[src/rtl/spt_pkg.sv]
// Shared types and constants of the signal phase trigger.
`timescale 1ns / 1ps

package spt_pkg;

    localparam int SAMPLE_BITS = 16;
    localparam int HOLD_BITS   = 16;
    localparam int LINE_BITS   = 4;
    localparam int MODE_BITS   = 2;
    localparam int APB_DW      = 32;
    localparam int APB_AW      = 4;

    localparam logic [HOLD_BITS-1:0] HOLD_RESET = HOLD_BITS'(2000);
    localparam logic [HOLD_BITS-1:0] HOLD_MAX   = {HOLD_BITS{1'b1}};

    typedef enum logic [1:0] {
        REG_DETECT_MODE = 2'd0,
        REG_HOLD_LENGTH = 2'd1,
        REG_GATE_ENABLE = 2'd2,
        REG_OUTPUT_LINE = 2'd3
    } t_reg_idx;

    localparam logic [APB_AW-1:0] ADDR_DETECT_MODE = APB_AW'(4 * REG_DETECT_MODE);

    typedef enum logic [2:0] {
        PH_NONE     = 3'd0,
        PH_FALL_POS = 3'd1,
        PH_FALL_NEG = 3'd2,
        PH_RISE_NEG = 3'd3,
        PH_RISE_POS = 3'd4
    } t_phase;

endpackage

[src/rtl/signal_phase_trigger.sv]
// Signal phase trigger: phase tracking, trigger hold and gating on a sample stream.
`timescale 1ns / 1ps

// One signed sample per beat enters an input register; one compare-and-count pass
// classifies the phase, updates the trigger and hold counter, and loads the result
// register. Every sample gives exactly one result beat, one beat per cycle while the
// sink takes them; the result register is loaded from the input register once the
// output has room. The input stalls only while both the input and the result register
// hold a beat and the sink holds i_out_ready low. Registers sit on an
// APB-style port: detect_mode at 0x0, hold_length at 0x4, gate_enable at 0x8,
// output_line at 0xC. Write them only while no sample is in flight.
module signal_phase_trigger (
    input  logic                               i_clk,
    input  logic                               i_rst_n,
    input  logic                               i_in_valid,
    output logic                               o_in_ready,
    input  logic signed [spt_pkg::SAMPLE_BITS-1:0] i_sample_value,
    input  logic                               i_gate_level,
    output logic                               o_out_valid,
    input  logic                               i_out_ready,
    output logic                               o_event_valid,
    output logic                               o_event_on,
    output logic [spt_pkg::LINE_BITS-1:0]      o_event_line,
    output logic [2:0]                         o_phase_now,
    input  logic                               psel,
    input  logic                               penable,
    input  logic                               pwrite,
    input  logic [spt_pkg::APB_AW-1:0]         paddr,
    input  logic [spt_pkg::APB_DW-1:0]         pwdata,
    output logic [spt_pkg::APB_DW-1:0]         prdata,
    output logic                               pready
);
    import spt_pkg::*;

    // configuration
    logic [MODE_BITS-1:0] r_detect_mode;
    logic [HOLD_BITS-1:0] r_hold_length;
    logic                 r_gate_enable;
    logic [LINE_BITS-1:0] r_output_line;

    // input stage
    logic                          r_in_valid;
    logic signed [SAMPLE_BITS-1:0] r_in_sample;
    logic                          r_in_gate;

    // tracking state
    logic signed [SAMPLE_BITS-1:0] r_prev, n_prev;
    t_phase                        r_phase, n_phase, entered;
    logic                          r_active, n_active;
    logic [HOLD_BITS-1:0]          r_hold_cnt, n_hold_cnt;

    // result stage
    logic                 r_out_valid;
    logic                 r_ev_valid, n_ev_valid;
    logic                 r_ev_on, n_ev_on;
    logic [LINE_BITS-1:0] r_ev_line;
    t_phase               r_ph_out;

    logic     out_free, advance, gated, hit, cfg_wr;
    t_reg_idx wr_idx;

    assign out_free   = !r_out_valid || i_out_ready;
    assign advance    = r_in_valid && out_free;
    assign o_in_ready = !r_in_valid || out_free;

    assign cfg_wr = psel && penable && pwrite;
    assign wr_idx = t_reg_idx'(paddr[3:2]);
    assign pready = 1'b1;

    always_comb begin
        unique case (wr_idx)
            REG_DETECT_MODE: prdata = APB_DW'(r_detect_mode);
            REG_HOLD_LENGTH: prdata = APB_DW'(r_hold_length);
            REG_GATE_ENABLE: prdata = APB_DW'(r_gate_enable);
            REG_OUTPUT_LINE: prdata = APB_DW'(r_output_line);
            default:         prdata = '0;
        endcase
    end

    // phase rules, first match wins
    always_comb begin
        logic s_pos, s_neg, p_nonneg, p_nonpos;
        s_pos    = (r_in_sample > 0);
        s_neg    = r_in_sample[SAMPLE_BITS-1];
        p_nonneg = !r_prev[SAMPLE_BITS-1];
        p_nonpos = r_prev[SAMPLE_BITS-1] || (r_prev == '0);
        priority if ((r_in_sample < r_prev) && s_pos && (r_phase != PH_FALL_POS))
            entered = PH_FALL_POS;
        else if (s_neg && p_nonneg && (r_phase != PH_FALL_NEG))
            entered = PH_FALL_NEG;
        else if ((r_in_sample > r_prev) && s_neg && (r_phase != PH_RISE_NEG))
            entered = PH_RISE_NEG;
        else if (s_pos && p_nonpos && (r_phase != PH_RISE_POS))
            entered = PH_RISE_POS;
        else
            entered = PH_NONE;
    end

    assign gated = r_gate_enable && !r_in_gate;
    assign hit   = (entered != PH_NONE) && (entered == t_phase'({1'b0, r_detect_mode} + 3'd1));

    always_comb begin
        n_prev     = r_prev;
        n_phase    = r_phase;
        n_active   = r_active;
        n_hold_cnt = r_hold_cnt;
        n_ev_valid = 1'b0;
        n_ev_on    = 1'b0;
        if (gated) begin
            // drop the sample, switch an active output off at once
            n_active   = 1'b0;
            n_ev_valid = r_active;
        end else begin
            n_prev = r_in_sample;
            if (entered != PH_NONE) begin
                n_phase = entered;
            end
            if (hit) begin
                // restart hold; the count step of this beat lands it at one
                n_active   = 1'b1;
                n_hold_cnt = HOLD_BITS'(1);
                n_ev_valid = 1'b1;
                n_ev_on    = 1'b1;
            end else if (r_active) begin
                if (r_hold_cnt > r_hold_length) begin
                    n_active   = 1'b0;
                    n_ev_valid = 1'b1;
                end else if (r_hold_cnt != HOLD_MAX) begin
                    n_hold_cnt = r_hold_cnt + HOLD_BITS'(1);
                end
            end
        end
    end

    always_ff @(posedge i_clk) begin
        if (!i_rst_n) begin
            r_detect_mode <= '0;
            r_hold_length <= HOLD_RESET;
            r_gate_enable <= 1'b0;
            r_output_line <= '0;
        end else if (cfg_wr) begin
            unique case (wr_idx)
                REG_DETECT_MODE: r_detect_mode <= pwdata[MODE_BITS-1:0];
                REG_HOLD_LENGTH: r_hold_length <= pwdata[HOLD_BITS-1:0];
                REG_GATE_ENABLE: r_gate_enable <= pwdata[0];
                REG_OUTPUT_LINE: r_output_line <= pwdata[LINE_BITS-1:0];
                default: ;
            endcase
        end
    end

    always_ff @(posedge i_clk) begin
        if (!i_rst_n) begin
            r_in_valid  <= 1'b0;
            r_out_valid <= 1'b0;
            r_prev      <= '0;
            r_phase     <= PH_NONE;
            r_active    <= 1'b0;
            r_hold_cnt  <= '0;
        end else begin
            if (o_in_ready) begin
                r_in_valid <= i_in_valid;
            end
            if (advance) begin
                r_out_valid <= 1'b1;
                r_prev      <= n_prev;
                r_phase     <= n_phase;
                r_active    <= n_active;
                r_hold_cnt  <= n_hold_cnt;
            end else if (i_out_ready) begin
                r_out_valid <= 1'b0;
            end
        end
    end

    always_ff @(posedge i_clk) begin
        if (o_in_ready && i_in_valid) begin
            r_in_sample <= i_sample_value;
            r_in_gate   <= i_gate_level;
        end
        if (advance) begin
            r_ev_valid <= n_ev_valid;
            r_ev_on    <= n_ev_on;
            r_ev_line  <= n_ev_valid ? r_output_line : '0;
            r_ph_out   <= n_phase;
        end
    end

    assign o_out_valid   = r_out_valid;
    assign o_event_valid = r_ev_valid;
    assign o_event_on    = r_ev_on;
    assign o_event_line  = r_ev_line;
    assign o_phase_now   = r_ph_out;

endmodule

[config.mk]
export PLATFORM = sky130hd
export DESIGN_NAME = signal_phase_trigger
export DESIGN_NICKNAME = d
export VERILOG_FILES = /design/src/rtl/spt_pkg.sv /design/src/rtl/signal_phase_trigger.sv
export SDC_FILE = /design/constraint.sdc
export NUM_CORES = 1
export LEC_CHECK = 0
export BUFFER_PORTS_ARGS = -buffer_cell sky130_fd_sc_hd__buf_4
export CAP_MARGIN = 20
export CORE_ASPECT_RATIO = 0.5
export CORE_MARGIN = 10
export CORE_UTILIZATION = 49
export DETAILED_ROUTE_END_ITERATION = 8
export GPL_ROUTABILITY_DRIVEN = 0
export PLACE_DENSITY = 0.85
export SLEW_MARGIN = 40
export SYNTH_ARGS = -nofsm -noshare
export SYNTH_HDL_FRONTEND = slang
export SYNTH_SLANG_ARGS = --single-unit
export TNS_END_PERCENT = 5
[constraint.sdc]
create_clock -name i_clk -period 2.8 [get_ports i_clk]
set_clock_uncertainty 0.1 [all_clocks]
set_input_delay 0.56 -clock i_clk [delete_from_list [all_inputs] [get_ports i_clk]]
set_output_delay 0.56 -clock i_clk [all_outputs]
set_load 0.01 [all_outputs]
# Word-level counts from Yosys, hierarchy flattened
# Cells that the tools add are included.
# classes
addsub	2
n_mul	0
div_mod_pow	0
order_cmp	4
eq_ne	10
shift	0
n_mux	22
bitwise_logic	1
n_reduce_logical	33
# ops
operator	count
$pmux W32 S4	1
$mux W16	4
$gt A16 B16 Y1	2
$mux W3	6
$add A16 B1 Y16 const B	1
$gt A16 B1 Y1 const B	1
$logic_not A16 Y1	1
$lt A16 B16 Y1	1
$ne A16 B16 Y1 const B	1
$logic_and A1 B1 Y1	14
$mux W1	11
$reduce_and A2 Y1	5
$ne A3 B2 Y1 const B	2
$reduce_bool A2 Y1	3
$reduce_and A5 Y1	1
$eq A2 B2 Y1 const B	2
$logic_not A1 Y1	4
$add A2 B1 Y3 const B	1
$eq A3 B3 Y1	1
$logic_or A1 B1 Y1	3
$ne A3 B1 Y1 const B	1
$ne A3 B3 Y1 const B	1
$reduce_bool A3 Y1	1
$eq A2 B1 Y1 const B	1
3 further kinds	3
# totals
reg_bits	87
latchBits	0
mem_bits_rw	0
rom_bits	0
output_inout_bits	44
n_memories	0

# Longest topological paths before layout
# Gate-level depths: netlist of run 1.
# depth
ltp_word	12
mapped_depth	13
mapped_depth_nobuf	11

# Least setup slack after synthesis of run 1
# Ideal clock, no wire load.
# synth_path
kind	reg2reg
startpoint	reg r_in_sample[15]
endpoint	reg r_hold_cnt[11]
arrival_time_ns	2.681
required_ns	2.585
path_slack_ns	-0.096
stages_incl_launch_ff	12
period_less_slack_ns	2.896
path_cell_list	edfxtp_1 ha_1 nand4_4 nor3_1 a2111oi_2 a21oi_2 o21a_2 o311ai_4 o22ai_4 o21ai_4 buf_6 nor2_2
# synth_via
elab_chain_len	11
# synth_lines
item	line_no	rtl
from (decl)	signal_phase_trigger.sv:43	logic signed [SAMPLE_BITS-1:0] r_in_sample;
from (signal assigned)	signal_phase_trigger.sv:178	r_in_sample <= i_sample_value;
$gt A16 B1 Y1	signal_phase_trigger.sv:83	s_pos = (r_in_sample > 0);
$logic_and A1 B1 Y1 (2 in series)	signal_phase_trigger.sv:93	else if (s_pos && p_nonpos && (r_phase != PH_RISE_POS))
$mux W3	signal_phase_trigger.sv:93	
$mux W3	signal_phase_trigger.sv:91	else if ((r_in_sample > r_prev) && s_neg && (r_phase != PH_RISE_NEG))
$mux W3	signal_phase_trigger.sv:89	else if (s_neg && p_nonneg && (r_phase != PH_FALL_NEG))
$mux W3 (*)	signal_phase_trigger.sv:87	priority if ((r_in_sample < r_prev) && s_pos && (r_phase != PH_FALL_POS))
$eq A3 B3 Y1 / $reduce_bool A3 Y1 (equally long branches)	signal_phase_trigger.sv:100	assign hit = (entered != PH_NONE) && (entered == t_phase'({1'b0, r_detect_mode} + 3'd1));
$logic_and A1 B1 Y1 (*)	signal_phase_trigger.sv:100	
$ne A2 B2 Y1 (no line) / $reduce_bool A2 Y1 (equally long branches)	--	
$reduce_and A5 Y1 (no line)	--	
to (signal assigned)	signal_phase_trigger.sv:169	r_hold_cnt <= n_hold_cnt;
to (decl)	signal_phase_trigger.sv:50	logic [HOLD_BITS-1:0] r_hold_cnt, n_hold_cnt;
# Mark *: on every way between the ends. The rest lies on a longest branch, timed or not.
# A chain may end at the register's enable or synchronous reset.

# Worst setup path after layout of run 1
# layout_path
startpoint	reg r_in_sample[9]
endpoint	reg r_hold_cnt[0]
# Same word-level chain as after synthesis.

==> run_results.csv, run 1 <==
group,metric,value,unit
worst_setup_path,required,2970,ps
hold_path,min_from,"i_sample_value[7]",
worst_setup_path,crit_buf_inv,2,
synthesis,synthTopCellsByArea,"dfxtp_1 26%, edfxtp_1 17%, ha_1 9.0%",
floorplanning,rows,25,
floorplanning,core_area,9420,um^2
drt,met3_wirelength,714,um
grt,overflow,0,
synthesis,synthCells,523,
timing,hold_violations,0,
synthesis,ys_ff_latch,87,
synthesis,syn_avg_cell_area,9.02,um^2
placement,port_buffers,68,
drt,drt_iter0_drc,264,
grt,grt.total_usage,16.6,%
worst_setup_path,cp_top_family,"simple AND/OR/NAND/NOR gates",
synthesis,ys_warn_count,0,
grt,grt_pass1_vias,4270,
clocking,ctsHoldBuffers,0,
drt,routedWlPerCell,15.5,um
synthesis,synth_edf_count,26,
finish,drive_above_1_share,28.3,%
finish,num-nets-final,717,
status,violations,"setup timing",
flow_run,drv_cap,0,
clocking,root_buffer,"clkbuf_16",
timing,rsz0062_at_grt,"true",
worst_setup_path,critPathCaptureType,"register",
synthesis,ys.flop_type,"dfxtp_1",
floorplanning,die_h,89.4,um
drt,drt-pass1-iter-count,5,
worst_setup_path,worstPathCellList,"ha_4 > nand2_4 > buf_6 > nor4_4 > o21ai_2 > a31o_1 > or3_1 > o311ai_4 > o22ai_4 > buf_4 > and3_1 > a211oi_2",
timing,finalSetupViolations,22,
finish,final_cell_mix,"109 x buf_4, 78 x nand2_1, 61 x dfxtp_1",
finish,layout_commonest_cell,"buf_4",
pwr,irDropWorstVdd,0.000351,V
worst_setup_path,slowest_stage,"edfxtp_1",
clocking,cts_tree,"yes",
floorplanning,dieArea,14200,um^2
synthesis,yosysTopAreaCellShare,25.9,%
worst_setup_path,crit_path_start_kind,"register",
timing,max_freq,0.343,GHz
clocking,clk_pin_slew_worst_paths,70,ps
finish,area_growth,29.1,%
drt,drc,0,
timing,min_period,2920,ps
clocking,htreeDepth,3,
grt,grt_max_degree,41,
synthesis,netlist.top_cell.by_area,"dfxtp_1",
grt,grt_pass1_wl,19500,um
worst_setup_path,rr_startpoint,"r_in_sample[9]",
timing,slew_violations,0,
worst_setup_path,cp.arrival,3090,ps
synthesis,synth-seq-area-share,42.4,%
worst_setup_path,critPathMaxFanout,4,
worst_setup_path,crit_type,"reg -> reg",
floorplanning,die_w,159,um
finish,stdcell_area,6090,um^2
timing,fin_crit_sh,104,%
timing,setup_ws,-118,ps
drt,met1_length,4950,um
drt,viasPerCell,5.34,
timing,maxSlewHeadroom,54.7,%
worst_setup_path,cp-startpoint,"r_in_sample[9]",
clocking,cts_buffers,9,
clocking,cts_num_sinks,87,
clocking,insertion_delay,350,ps
finish,n_antenna_cell,0,
placement,place_area,5570,um^2
status,outcome,"finished, violations left",
drt,maxUsedRoutingLayer,"met4",
drt,routed_wl,11800,um
placement,dp_hpwl,8450,um
synthesis,async_flop_share,0,%
pwr,power_density,496,nW/um^2
clocking,cts_buffer_depth,2,
floorplanning,io_pins,104,
drt,wl_met2,5910,um
floorplanning,initial_core_util,50.1,%
pwr,p_leak,0.00243,uW
timing,tightest_slew,673,ps
worst_setup_path,max_stage_delay,430,ps
drt,drtAntennaViolNets,0,
synthesis,ys_types,53,
synthesis,synth.cell_area,4720,um^2
timing,setup_tns,-1240,ps
drt,vias,4075,
hold_path,min_path_type,"in -> reg",
grt,antenna_found_initial,0,
[stage by stage]
| step | util [%] | hold slack, ps | worst slack, ps | power (uW) | std cells |
|---|---|---|---|---|---|
| floorplan | - | 345 | -9.87 | 1620 | 538 |
| global placement | 59.1 | 355 | -182 | 1760 | 743 |
| detailed placement | 59.1 | 361 | -254 | 1780 | 743 |
| CTS | 64.1 | 282 | -156 | 3020 | 762 |
| global route | 64.7 | 269 | -296 | 3130 | 763 |
| finish | 64.7 | 283 | -118 | 3020 | 763 |
[report_power, final]
| group | internal (uW) | switching (uW) |
|---|---|---|
| combinational | 202 | 220 |
| sequential | 1340 | 32.4 |
| clock | 701 | 521 |
| total | 2250 | 773 |
[worst register-to-register path, stage by stage, from the launching register on]
cell and delay (ps):
edfxtp_1 430, ha_4 310, nand2_4 60, buf_6 120
nor4_4 310, o21ai_2 140, a31o_1 230, or3_1 390
o311ai_4 110, o22ai_4 150, buf_4 160, and3_1 170
a211oi_2 170
[final timing paths]
path                             to  slack, ps  cells after the start
setup / recovery      r_hold_cnt[0]       -120                     12
hold / removal       r_in_sample[7]        280                      1
setup reg to reg      r_hold_cnt[0]       -120                     12
hold reg to reg   r_hold_length[15]        370                      2
[layout make-up]
class	count	area, um^2
multi-input combinational	379	2640
fill	715	3320
clock buffer	9	225
inverter	35	131
sequential	87	2000
tap	135	169
clock inverter	7	77.6
timing repair buffer	111	850
[what timing repair did]
action	CTS	global route
setup endpoints to repair	23	26
pin swaps	27	6
buffers inserted	3	1
gates resized for setup	25	10
[kinds of logic after synthesis]
group / after synthesis / share of synthesized area, %
AOI/OAI and AO/OA: 89 / 12.5
xor gates and xnor gates: 14 / 2.60
adders and majority gates: 34 / 9.01
buffers and inverters: 72 / 7.26
DFF: 87 / 42.4
muxes: 12 / 2.81
other: 2 / 0.159
and+or+nand+nor: 213 / 23.3
[synthesized netlist by cell type (all sizes together) (12+ instances only)]
| master | n |
|---|---|
| clkbuf | 17 |
| nand2 | 80 |
| nor3 | 12 |
| dfxtp | 61 |
| nor4 | 15 |
| edfxtp | 26 |
| xnor2 | 14 |
| a21oi | 45 |
| and2 | 19 |
| nand4 | 13 |
| buf | 20 |
| nor2 | 39 |
| ha | 34 |
| inv | 35 |
| o21ai | 16 |
[flip-flops by register name, indices dropped and copies added (netlist names), 2 cells and up]
register       flops
r_detect_mode      2
r_output_line      4
o_phase_now        3
r_in_sample       16
o_event_line       4
r_phase            3
r_hold_cnt        16
r_prev            16
r_hold_length     16
[metal layers]
layer | vias to the layer above | GRT usage [%]
met3 | 30 | 5.06
li1 | 1994 | -
met4 | 0 | 6.83
met1 | 1920 | 17.4
met2 | 131 | 31.3
met5 | - | 0
Note: power is estimated with default switching activity, not from simulation.
==> run 2, diff against run 1 <==
Settings changed: CORE_MARGIN 10 to default.
==> run 2 against run 1 <==
The run still ends with setup timing left; combinational power rose by 7.3%; first-iteration DRC count fell by 14%; via count rose by 1.2%; die area fell by 29%; routed wire length fell by 1.2%; register-to-register slack got worse by 120 ps; critical path depth did not move; non-clock buffer count rose by 3; cell count fell by 2.0%; clock-buffer cell count rose by 2; design area rose by 0.86%; sequential power barely moved.
==> run_results.csv, run 2 (synthesis gave the netlist of run 1 again) <==
group,metric,value,unit
grt,grt_pass1_vias,4016,
pwr,total_power,3090,uW
clocking,htreeDepth,3,
placement,dp_hpwl,7590,um
clocking,clk_pin_slew_worst_paths,60,ps
floorplanning,die_h,71.4,um
clocking,cts_num_sinks,87,
worst_setup_path,required,2940,ps
drt,drt-pass1-iter-count,5,
worst_setup_path,crit_cells,12,
clocking,insertion_delay,340,ps
timing,max_freq,0.329,GHz
worst_setup_path,slowest_stage,"edfxtp_1",
timing,slew_violations,0,
grt,overflow,0,
floorplanning,rows,24,
worst_setup_path,crit_buf_inv,2,
drt,routed_wl,11700,um
pwr,internal_power,2340,uW
finish,num-nets-final,720,
drt,vias,4122,
finish,n_antenna_cell,0,
timing,setup_tns,-4470,ps
grt,antenna_found_initial,0,
floorplanning,die_w,141,um
worst_setup_path,crit_type,"reg -> reg",
timing,maxSlewHeadroom,48.2,%
finish,drive_above_1_share,27.4,%
worst_setup_path,worstSetupEndpoint,"r_hold_cnt[15]",
worst_setup_path,rr_startpoint,"r_in_sample[7]",
clocking,cts_buffers,9,
clocking,root_buffer,"clkbuf_16",
status,violations,"setup timing",
timing,setup_ws,-242,ps
worst_setup_path,cp.arrival,3180,ps
pwr,power_density,503,nW/um^2
pwr,swShare,24.3,%
drt,viasPerCell,5.51,
pwr,p_clk_share,40.7,%
worst_setup_path,max_stage_delay,450,ps
grt,grt_pass1_wl,18500,um
grt,grt.total_usage,23.9,%
finish,layout_commonest_cell,"buf_4",
pwr,pwr-share-comb,14.7,%
status,outcome,"finished, violations left",
finish,final_cells,748,
hold_path,min_path_type,"in -> reg",
placement,dp.cells,723,
grt,grt_max_degree,38,
timing,min_period,3040,ps
timing,finalSetupViolations,23,
worst_setup_path,timing.rr.end,"r_hold_cnt[15]",
floorplanning,core_area,9010,um^2
timing,tightest_slew,769,ps
clocking,cts_buffer_depth,2,
pwr,p_sw,752,uW
clocking,ctsHoldBuffers,0,
timing,fin_crit_sh,109,%
timing,rsz0062_at_grt,"true",
worst_setup_path,cp_top_family,"compound AO/OA/AOI/OAI gates",
drt,drc,0,
worst_setup_path,r2r_cells,12,
floorplanning,initial_core_util,52.4,%
worst_setup_path,critPathMaxFanout,7,
worst_setup_path,crit_path_start_kind,"register",
pwr,p_leak,0.00247,uW
finish,final_cell_mix,"109 x buf_4, 78 x nand2_1, 61 x dfxtp_1",
floorplanning,io_pins,104,
clocking,cts_tree,"yes",
worst_setup_path,cp-startpoint,"r_in_sample[7]",
pwr,seqPwrFrac,44.6,%
flow_run,drv_cap,0,
worst_setup_path,worstPathCellList,"ha_4 > nand4_1 > nor4_4 > o21ai_2 > a21oi_4 > o21a_2 > and4_1 > o22ai_4 > buf_6 > o21ai_4 > buf_12 > nor2_1",
timing,hold_violations,0,
drt,drt_iter0_drc,227,
hold_path,min_from,"i_sample_value[8]",
pwr,irDropWorstVdd,0.000325,V
worst_setup_path,critPathCaptureType,"register",
drt,routedWlPerCell,15.6,um
timing,whs,287,ps
placement,port_buffers,68,
drt,drtAntennaViolNets,0,
floorplanning,dieArea,10100,um^2
finish,area_growth,30.2,%
worst_setup_path,ff2ff_setup_slack,-240,ps
==> run 2: cell count changes in the layout (fill, tap and decap cells not counted), sizes merged <==
cell / change
clkinv: +1
bufinv: +1
clkbuf: +2
inv: -3
buf: +3
clkinvlp: -1
==> run 2: what timing repair did <==
item | 4_1_cts | 5_1_grt
resized for setup | 18 | 18
gates cloned | 1 | 0
pin swaps | 24 | 13
setup buffers | 6 | 2
setup endpoints to repair | 23 | 29
==> run 2: area by class of cell <==
class,count,area [um^2]
Timing Repair Buffer,114,900
Clock inverter,5,72.6
Clock buffer,11,233
Multi-Input combinational cell,379,2660
Fill cell,665,2870
Inverter,35,131
Tap cell,117,146
Sequential cell,87,2000
==> run 2: power by group through the flow <==
stage	clock network [uW]	logic [uW]	registers (uW)
final	1260	454	1380
after global routing	1320	490	1380
after CTS	1270	409	1380
after detailed placement	0	367	1400
after global placement	0	355	1400
after floorplan	0	222	1400
==> run 2: worst reg2reg max path, cell delays in order, from the launching register on <==
cell,delay [ps]
edfxtp_1,450
ha_4,330
nand4_1,150
nor4_4,350
o21ai_2,150
a21oi_4,260
o21a_2,220
and4_1,250
o22ai_4,100
buf_6,130
o21ai_4,220
buf_12,170
nor2_1,50
==> run 2: how the worst min path moves through the flow <==
| stage | depth (start not counted) | end | slack, ps |
|---|---|---|---|
| 2_1_floorplan | 2 | r_hold_length[11] | 340 |
| 3_3_place_gp | 2 | r_hold_length[14] | 350 |
| 3_5_place_dp | 2 | r_hold_length[11] | 370 |
| 4_1_cts | 1 | r_in_sample[15] | 280 |
| 5_1_grt | 1 | r_in_sample[8] | 270 |
| 6_report | 1 | r_in_sample[8] | 290 |
==> run 2: per-stage QoR <==
| step | setup WS (ps) | util (%) | instance area [um^2] |
|---|---|---|---|
| detailed placement | -213 | 61.4 | 5530 |
| global placement | -171 | 61.4 | 5530 |
| floorplan | -9.87 | - | 4790 |
| global route | -322 | 68.2 | 6140 |
| CTS | -194 | 66.9 | 6030 |
| finish | -242 | 68.2 | 6140 |
==> run 2: per-layer routing <==
layer	share of wire, %	track usage (%)	wire, um
met2	51	44.5	5950
met1	42	26.6	4870
met4	2.0	8.21	238
met3	5.3	6.68	613
met5	0	0	0
==> run 3, diff against run 2 <==
Settings changed: BUFFER_PORTS_ARGS -buffer_cell sky130_fd_sc_hd__buf_4 to default, CORE_UTILIZATION 49 to 58, DONT_BUFFER_PORTS from default to 1.
==> run 3 against run 2 <==
The flow still finishes with violations (setup timing); register-to-register slack got worse by 40 ps; sequential power barely moved; worst setup slack worse by 37 ps; combinational power decreased by 19%; die area decreased by 15%; routed wire length down 5.6%; critical endpoint is now r_hold_cnt[0].
==> run_results.csv, run 3 (synthesis gave the netlist of run 1 again) <==
group,metric,value,unit
grt,grt_max_degree,41,
pwr,irDropWorstVdd,0.000388,V
finish,nFillCells,525,
floorplanning,die_w,130,um
clocking,cts_tree,"yes",
worst_setup_path,crit_path_start_kind,"register",
floorplanning,initial_core_util,62.1,%
drt,drt-pass1-iter-count,5,
pwr,power_density,511,nW/um^2
placement,dp_hpwl,7240,um
worst_setup_path,worstPathCellList,"ha_4 > nand4_4 > nor3_2 > a2111oi_2 > buf_4 > a31o_4 > or3_4 > o311ai_4 > o22ai_4 > buf_6 > buf_4 > and3_1 > a211oi_2",
hold_path,hold_depth,1,
timing,finalSetupViolations,23,
finish,drive_above_1_share,19.9,%
worst_setup_path,slowest_stage,"edfxtp_1",
finish,final_cell_mix,"78 x nand2_1, 61 x dfxtp_1, 47 x buf_4",
grt,overflow,0,
clocking,root_buffer,"clkbuf_16",
timing,maxSlewHeadroom,56.1,%
finish,n_antenna_cell,0,
drt,drc,0,
timing,fin_crit_sh,110,%
status,violations,"setup timing",
timing,slew_violations,0,
grt,antenna_found_initial,0,
timing,setup_tns,-5290,ps
floorplanning,rows,22,
timing,tightest_slew,657,ps
worst_setup_path,r2r_cells,13,
clocking,clk_pin_slew_worst_paths,60,ps
worst_setup_path,critPathCaptureType,"register",
finish,num-nets-final,656,
grt,grt_pass1_wl,17800,um
timing,whs,208,ps
pwr,p_leak,0.00212,uW
timing,max_freq,0.325,GHz
floorplanning,io_pins,104,
drt,routedWlPerCell,16.3,um
drt,drtAntennaViolNets,0,
finish,layout_commonest_cell,"nand2_1",
worst_setup_path,timing.rr.end,"r_hold_cnt[0]",
drt,viasPerCell,5.83,
worst_setup_path,crit_top_cell,"buf_4",
pwr,total_power,2870,uW
clocking,htreeDepth,3,
clocking,cts_buffer_depth,2,
drt,routed_wl,11000,um
hold_path,min_to,"r_hold_length[7]",
worst_setup_path,critPathMaxFanout,4,
status,outcome,"finished, violations left",
grt,grt.total_usage,27.4,%
finish,area_growth,18.9,%
clocking,cts_buffers,9,
timing,hold_violations,0,
timing,min_period,3080,ps
worst_setup_path,max_stage_delay,440,ps
timing,rsz0062_at_grt,"true",
drt,vias,3936,
drt,drt_iter0_drc,271,
worst_setup_path,required,2960,ps
worst_setup_path,cp.arrival,3240,ps
floorplanning,die_h,65.8,um
floorplanning,core_area,7600,um^2
grt,grt_pass1_vias,3926,
clocking,cts_num_sinks,87,
clocking,ctsHoldBuffers,0,
placement,port_buffers,0,
floorplanning,dieArea,8520,um^2
flow_run,drv_cap,0,
hold_path,min_path_type,"in -> reg",
timing,setup_ws,-278,ps
worst_setup_path,crit_type,"reg -> reg",
clocking,insertion_delay,340,ps
worst_setup_path,ff2ff_setup_slack,-280,ps
hold_path,min_from,"i_rst_n",
worst_setup_path,rr_startpoint,"r_in_sample[12]",
[run 3: final cells by class]
| class | count | area [um^2] | share of cell area (%) |
|---|---|---|---|
| multi-input combinational | 379 | 2660 | 47.3 |
| sequential | 87 | 2000 | 35.7 |
| timing repair buffer | 50 | 409 | 7.29 |
| clock buffer | 13 | 262 | 4.66 |
| tap | 108 | 135 | 2.41 |
| inverter | 35 | 131 | 2.34 |
| clock inverter | 3 | 17.5 | 0.312 |
[run 3: where the power goes]
part	leakage [uW]	switching, uW	internal (uW)
clock	0.000135	465	653
sequential	0.000745	37.9	1350
combinational	0.00124	203	165
total	0.00212	705	2160
[run 3: routing by layer]
layer	part of all wire (%)	global-route usage [%]	up-vias
met5	0	0	-
met4	3.5	13.7	0
met3	5.1	6.39	41
met2	51	50.5	156
met1	40	30.0	1874
li1	-	-	1865
[run 3: worst max-delay path by stage]
stage / from / endpoint / slack, ps
floorplan: r_in_sample[7] / r_hold_cnt[11] / -10
global placement: r_in_sample[5] / o_event_line[3] / -180
global route: r_in_sample[7] / r_hold_cnt[0] / -370
CTS: r_in_sample[14] / r_hold_cnt[0] / -170
finish: r_in_sample[12] / r_hold_cnt[0] / -280
detailed placement: r_in_sample[7] / o_event_line[3] / -260
[run 3: what timing repair did]
action,in CTS,in global routing
gates cloned,1,0
gates resized for setup,24,10
pin swaps,20,3
setup buffers,8,1
endpoints found under the hold margin,0,0
setup endpoints to repair,24,24
[run 3: worst max-delay path: cells and delay by family (launching register included)]
kind                       cells  cell delay (ps)
DFF                            1              440
buffers and inverters          3              440
adders and majority gates      1              310
and+or+nand+nor                4              940
AOI/OAI and AO/OA              5              760
[run 3: per-stage QoR]
stage                     std cells  setup WS, ps  instance area [um^2]  utilization, %
after floorplan                 538         -9.87                  4790               -
after global placement          649          -182                  5030            66.2
after detailed placement        649          -257                  5030            66.2
after CTS                       674          -171                  5550            73.0
after global routing            675          -372                  5610            73.9
final                           675          -278                  5610            73.9
